<file path="config.mk">
export PLATFORM = sky130hd
export DESIGN_NAME = prc_shift_unit
export DESIGN_NICKNAME = d
export VERILOG_FILES = /design/src/hdl/prc_pkg.sv /design/src/hdl/prc_shift_unit.sv
export SDC_FILE = /design/constraint.sdc
export NUM_CORES = 2
export LEC_CHECK = 0
export BUFFER_PORTS_ARGS = -buffer_cell sky130_fd_sc_hd__buf_4
export CAP_MARGIN = 25
export CORE_ASPECT_RATIO = 1.75
export CORE_MARGIN = 3
export CORE_UTILIZATION = 35
export DETAILED_ROUTE_END_ITERATION = 16
export SLEW_MARGIN = 20
export SYNTH_ARGS = -nofsm -noshare
export SYNTH_HDL_FRONTEND = slang
export SYNTH_SLANG_ARGS = --single-unit
</file>
<file path="constraint.sdc">
create_clock -name clk -period 14.5 [get_ports clk]
set_clock_uncertainty 0.15 [all_clocks]
set_input_delay 2.175 -clock clk [delete_from_list [all_inputs] [get_ports clk]]
set_output_delay 2.175 -clock clk [all_outputs]
set_load 0.05 [all_outputs]
</file>
<file path="src/hdl/prc_pkg.sv">
package prc_pkg;

	localparam int COORD_WIDTH_DEF = 32;

	localparam logic [3:0] CODE_LEFT  = 4'd1;
	localparam logic [3:0] CODE_RIGHT = 4'd2;
	localparam logic [3:0] CODE_BOT   = 4'd4;
	localparam logic [3:0] CODE_TOP   = 4'd8;
	localparam logic [3:0] CODE_HORZ  = CODE_LEFT | CODE_RIGHT;
	localparam logic [3:0] CODE_VERT  = CODE_BOT | CODE_TOP;
	localparam logic [3:0] CODE_IN    = 4'd0;

	localparam logic [1:0] REG_MIN_X = 2'd0;
	localparam logic [1:0] REG_MAX_X = 2'd1;
	localparam logic [1:0] REG_MIN_Y = 2'd2;
	localparam logic [1:0] REG_MAX_Y = 2'd3;

	typedef enum logic [9:0] {
		S_IDLE   = 10'b00_0000_0001,
		S_DECIDE = 10'b00_0000_0010,
		S_CX     = 10'b00_0000_0100,
		S_WX     = 10'b00_0000_1000,
		S_RC     = 10'b00_0001_0000,
		S_CY     = 10'b00_0010_0000,
		S_WY     = 10'b00_0100_0000,
		S_CD     = 10'b00_1000_0000,
		S_FIN    = 10'b01_0000_0000,
		S_OUT    = 10'b10_0000_0000
	} ctl_state_t;

	typedef enum logic [3:0] {
		U_IDLE = 4'b0001,
		U_MUL  = 4'b0010,
		U_DIV  = 4'b0100,
		U_SUM  = 4'b1000
	} unit_state_t;

	typedef enum logic [1:0] {
		M_ENTER   = 2'd0,
		M_LEAVE   = 2'd1,
		M_CROSS_A = 2'd2,
		M_CROSS_B = 2'd3
	} clip_mode_t;

endpackage

</file>
<file path="src/hdl/prc_shift_unit.sv">
module prc_shift_unit import prc_pkg::*; #(
	parameter int W = COORD_WIDTH_DEF
) (
	input  logic                clk,
	input  logic                arst_n,
	input  logic                start,
	input  logic signed [W-1:0] cv,
	input  logic signed [W-1:0] pv,
	input  logic signed [W-1:0] qv,
	input  logic signed [W-1:0] edge_v,
	input  logic signed [W-1:0] cu,
	input  logic signed [W-1:0] pu,
	input  logic signed [W-1:0] qu,
	output logic                done,
	output logic signed [W-1:0] res
);
	// res = cv + (pv-qv)*(edge_v-cu)/(pu-qu), truncated, saturated
	localparam int PWID = 2*W + 2;
	localparam int CW   = $clog2(PWID);

	unit_state_t          state_q;
	logic [W:0]           n1m_q, n2m_q, ddm_q, q_q, rem_q;
	logic                 neg_q, ovf_q;
	logic signed [W-1:0]  cv_q;
	logic [PWID-1:0]      prod_q;
	logic [CW-1:0]        cnt_q;

	logic signed [W:0]    n1, n2, dd;
	logic [W+1:0]         rem_sh;
	logic                 take;
	logic signed [W+2:0]  sum;
	logic signed [W+2:0]  smax, smin;

	assign n1 = (W+1)'(pv) - (W+1)'(qv);
	assign n2 = (W+1)'(edge_v) - (W+1)'(cu);
	assign dd = (W+1)'(pu) - (W+1)'(qu);

	assign rem_sh = {rem_q, prod_q[PWID-1]};
	assign take   = rem_sh >= {1'b0, ddm_q};

	assign smax = (W+3)'({1'b0, {(W-1){1'b1}}});
	assign smin = -smax - (W+3)'(1);
	assign sum  = neg_q ? (W+3)'(cv_q) - $signed({2'b00, q_q})
	                    : (W+3)'(cv_q) + $signed({2'b00, q_q});

	always_ff @(posedge clk or negedge arst_n) begin
		if (!arst_n) begin
			state_q <= U_IDLE;
			done    <= 1'b0;
		end else begin
			done <= (state_q == U_SUM);
			unique case (state_q)
				U_IDLE: begin
					if (start) begin
						n1m_q   <= n1[W] ? (W+1)'(-n1) : n1;
						n2m_q   <= n2[W] ? (W+1)'(-n2) : n2;
						ddm_q   <= dd[W] ? (W+1)'(-dd) : dd;
						neg_q   <= (n1[W] ^ n2[W]) ^ dd[W];
						cv_q    <= cv;
						state_q <= U_MUL;
					end
				end
				U_MUL: begin
					prod_q <= PWID'(n1m_q) * PWID'(n2m_q);
					rem_q  <= '0;
					q_q    <= '0;
					ovf_q  <= 1'b0;
					cnt_q  <= '0;
					if (ddm_q == '0)
						state_q <= U_SUM;
					else
						state_q <= U_DIV;
				end
				U_DIV: begin
					prod_q <= {prod_q[PWID-2:0], 1'b0};
					rem_q  <= take ? (W+1)'(rem_sh - {1'b0, ddm_q}) : (W+1)'(rem_sh);
					q_q    <= {q_q[W-1:0], take};
					ovf_q  <= ovf_q | q_q[W];
					cnt_q  <= cnt_q + CW'(1);
					if (cnt_q == CW'(PWID - 1))
						state_q <= U_SUM;
				end
				U_SUM: begin
					priority if (ovf_q)
						res <= neg_q ? W'(smin) : W'(smax);
					else if (sum > smax)
						res <= W'(smax);
					else if (sum < smin)
						res <= W'(smin);
					else
						res <= W'(sum);
					state_q <= U_IDLE;
				end
				default: state_q <= U_IDLE;
			endcase
		end
	end

endmodule

</file>
==> run summary <==
Status: complete, no violations
Tmin final: 9.05 ns
RSZ-0062 raised after global routing: false
Area grow syn2layout: 9.61%
XOR/XNOR Fraction of Synth Area: 0.0483
Worst EP arrival: 9.24 ns
Die area: 0.171 mm^2
Critical path class: register to register
Vias: 44.6k
Post-synth top area share: 0.332
Post-synth ARST share: 0.0162
Leading area contributor after synthesis: fa_1
Die Ht: 545 um
Slowest-stage cell, CP: fa_1
I/O Buffers: 259
Vias in the first global route: 48.2k
Total grt overflow: 0
Max-slew headroom: 0.322
Post-Route WL: 170,000 um
Worst-margin pin slew: 1.02 ns
Die X: 314 um
Main synth FF type: edfxtp_1
DR vias/cell: 5.10
Post-Syn Area: 0.0580 mm^2
Post-route antenna net violation count: 0
Commonest non-fill, non-tap cell in the layout: inv_1
Crit share post-route: 0.624
Initial antenna violation count: 5
Fill cell count: 16.8k
Post-synth EDFFs: 304
Hold crit path type: register to register
Simple-gate share of the synthesized area: 0.168
Reg clk slew, reported paths: 0.07 ns
Clk sink count: 309
Post-synth cell types: 89
Worst Setup End Kind: register
CP max FO: 29
Maximum clock insertion buffer count: 3
Synth area leaders: fa_1 (33%), edfxtp_1 (16%), ha_1 (9.4%)
Synth Area in Compound Gates: 0.0977
Hold_buf cts: 0
Worst-skew pair later-pin latency: 0.62 ns
Final setup violating endpoints: 0
Worst EP required: 14.68 ns
Rows: 197
First-pass GRT wire length: 265,000 um
Most frequent cells in the layout: inv_1 (1,249), fa_1 (963), nand2_1 (758)
Fmax: 0.110 GHz
Final Hold Vio Count: 0
CTS tree: done
Routed len/inst: 19.5 um
TritonCTS buffer count: 38
CORE AREA: 0.165 mm^2
GP Congestion: 0.929
Sequential area share after synthesis: 0.159
Multiplexer area fraction after synthesis: 0.000927
Max Cap Viol: 0
Largest net degree at the start of global routing: 86
Synth Register Bits: 309
Area share of fa/ha/maj cells after synthesis: 0.426
Mapped Cells: 6,443
DP Wirelength: 135,000 um
Largest family of logic cells by synthesized area: adder cells
Share of cells above drive strength 1: 0.0704
Max-slew violations: 0
DP Area: 0.0623 mm^2
Initial core utilization: 0.352
Most frequent CP cell: fa_1
# IOs: 260
Final net count: 8,157
Min Hold Slack: 0.366 ns
Gr usage total: 0.201
Syn_area_per_cell: 9.01 um^2
TNS Setup: 0 ns
Setup Fix Bufs, Post-CTS: 0
Count of cells resized by post-cts repair: 0
Finished Cell Area: 0.0636 mm^2
Clock Root Buffer: clkbuf_16
Critical Path Max Stage Delay: 0.68 ns
Warnings from Yosys: 0
H-tree depth: 2
DR iter-0 viols: 2,149
Mapped Nets: 8,067
Setup crit start kind: register
# DRC: 0
Detailed Routing Iterations Pass 1: 10
==> state kept, by name, indices dropped and copies added (netlist names) <==
name / cells
prod_q: 66
ddm_q: 33
n1m_q: 33
n2m_q: 33
q_q: 33
rem_q: 33
cv_q: 32
res: 32
cnt_q: 7
state_q: 4
done: 1
neg_q: 1
ovf_q: 1
==> worst paths after layout <==
check                           from          to  slack (ns)  depth (start not counted)
setup / recovery           n1m_q[27]  prod_q[58]        5.45                         28
hold / removal             prod_q[2]   prod_q[3]        0.37                          2
setup reg to reg           n1m_q[27]  prod_q[58]        5.45                         28
hold reg to reg            prod_q[2]   prod_q[3]        0.37                          2
max in group asynchronous     arst_n  state_q[0]       12.78                          1
min in group asynchronous     arst_n        done        1.21                          1
==> cells in the mapped netlist (32+ instances only) <==
library cell / count
a21oi_1: 305
nand2b_1: 32
o21ai_0: 186
edfxtp_1: 304
nand2_1: 759
o21a_1: 38
a21o_1: 107
and2_1: 597
xor2_1: 123
nand3_1: 53
nor2b_1: 32
xnor2_1: 197
nor3_1: 49
fa_1: 963
nor2_1: 285
inv_1: 1249
a31oi_1: 57
ha_1: 434
clkbuf_1: 280
==> final cells by class <==
type                    instances  area [um^2]  share of cell area
multi-input cells            4595        43100               0.677
flip-flops and latches        309         9260               0.145
inverters                    1249         4690              0.0737
well taps                    2189         2740              0.0431
repair buffers                340         2580              0.0405
clock buffers                  42          966              0.0152
clock inverters                28          317             0.00498
diodes                          5         12.5            0.000197
==> kinds of logic (layout without fill, tap and decap cells) <==
group,Yosys count,count (layout)
AND/OR/NAND/NOR,1969,1969
buffers and inverters,1539,1659
adder cells (fa/ha/maj),1397,1397
AO/OA/AOI/OAI,904,904
XOR/XNOR,320,320
flip-flops,309,309
multiplexers,5,5
other,0,5
==> routing by layer <==
metal	GRT usage	up-vias	share of wire
li1	-	20400	-
met1	0.189	22500	0.32
met2	0.389	1270	0.55
met3	0.0172	541	0.035
met4	0.165	2	0.099
met5	0	-	0.000076
==> stage by stage <==
| step | worst slack (ns) | instances | utilization |
|---|---|---|---|
| finish | 5.45 | 8757 | 0.386 |
| global placement | 5.60 | 8677 | 0.378 |
| global route | 5.19 | 8753 | 0.386 |
| detailed placement | 5.58 | 8680 | 0.378 |
| floorplan | 4.70 | 6443 | - |
| CTS | 5.55 | 8750 | 0.386 |
==> worst max-delay path, delay by kind of cell, from the launching register on <==
family | cells | cell delay, ns
adders and majority gates | 9 | 4.61
DFF | 1 | 0.48
buffers and inverters | 7 | 0.71
and+or+nand+nor | 4 | 0.52
xor gates and xnor gates | 1 | 0.16
AOI/OAI and AO/OA | 7 | 2.09
Power is left out: the tool's default activity adds up to more than one toggle a clock period on the data nets, which glitch-free logic cannot reach.
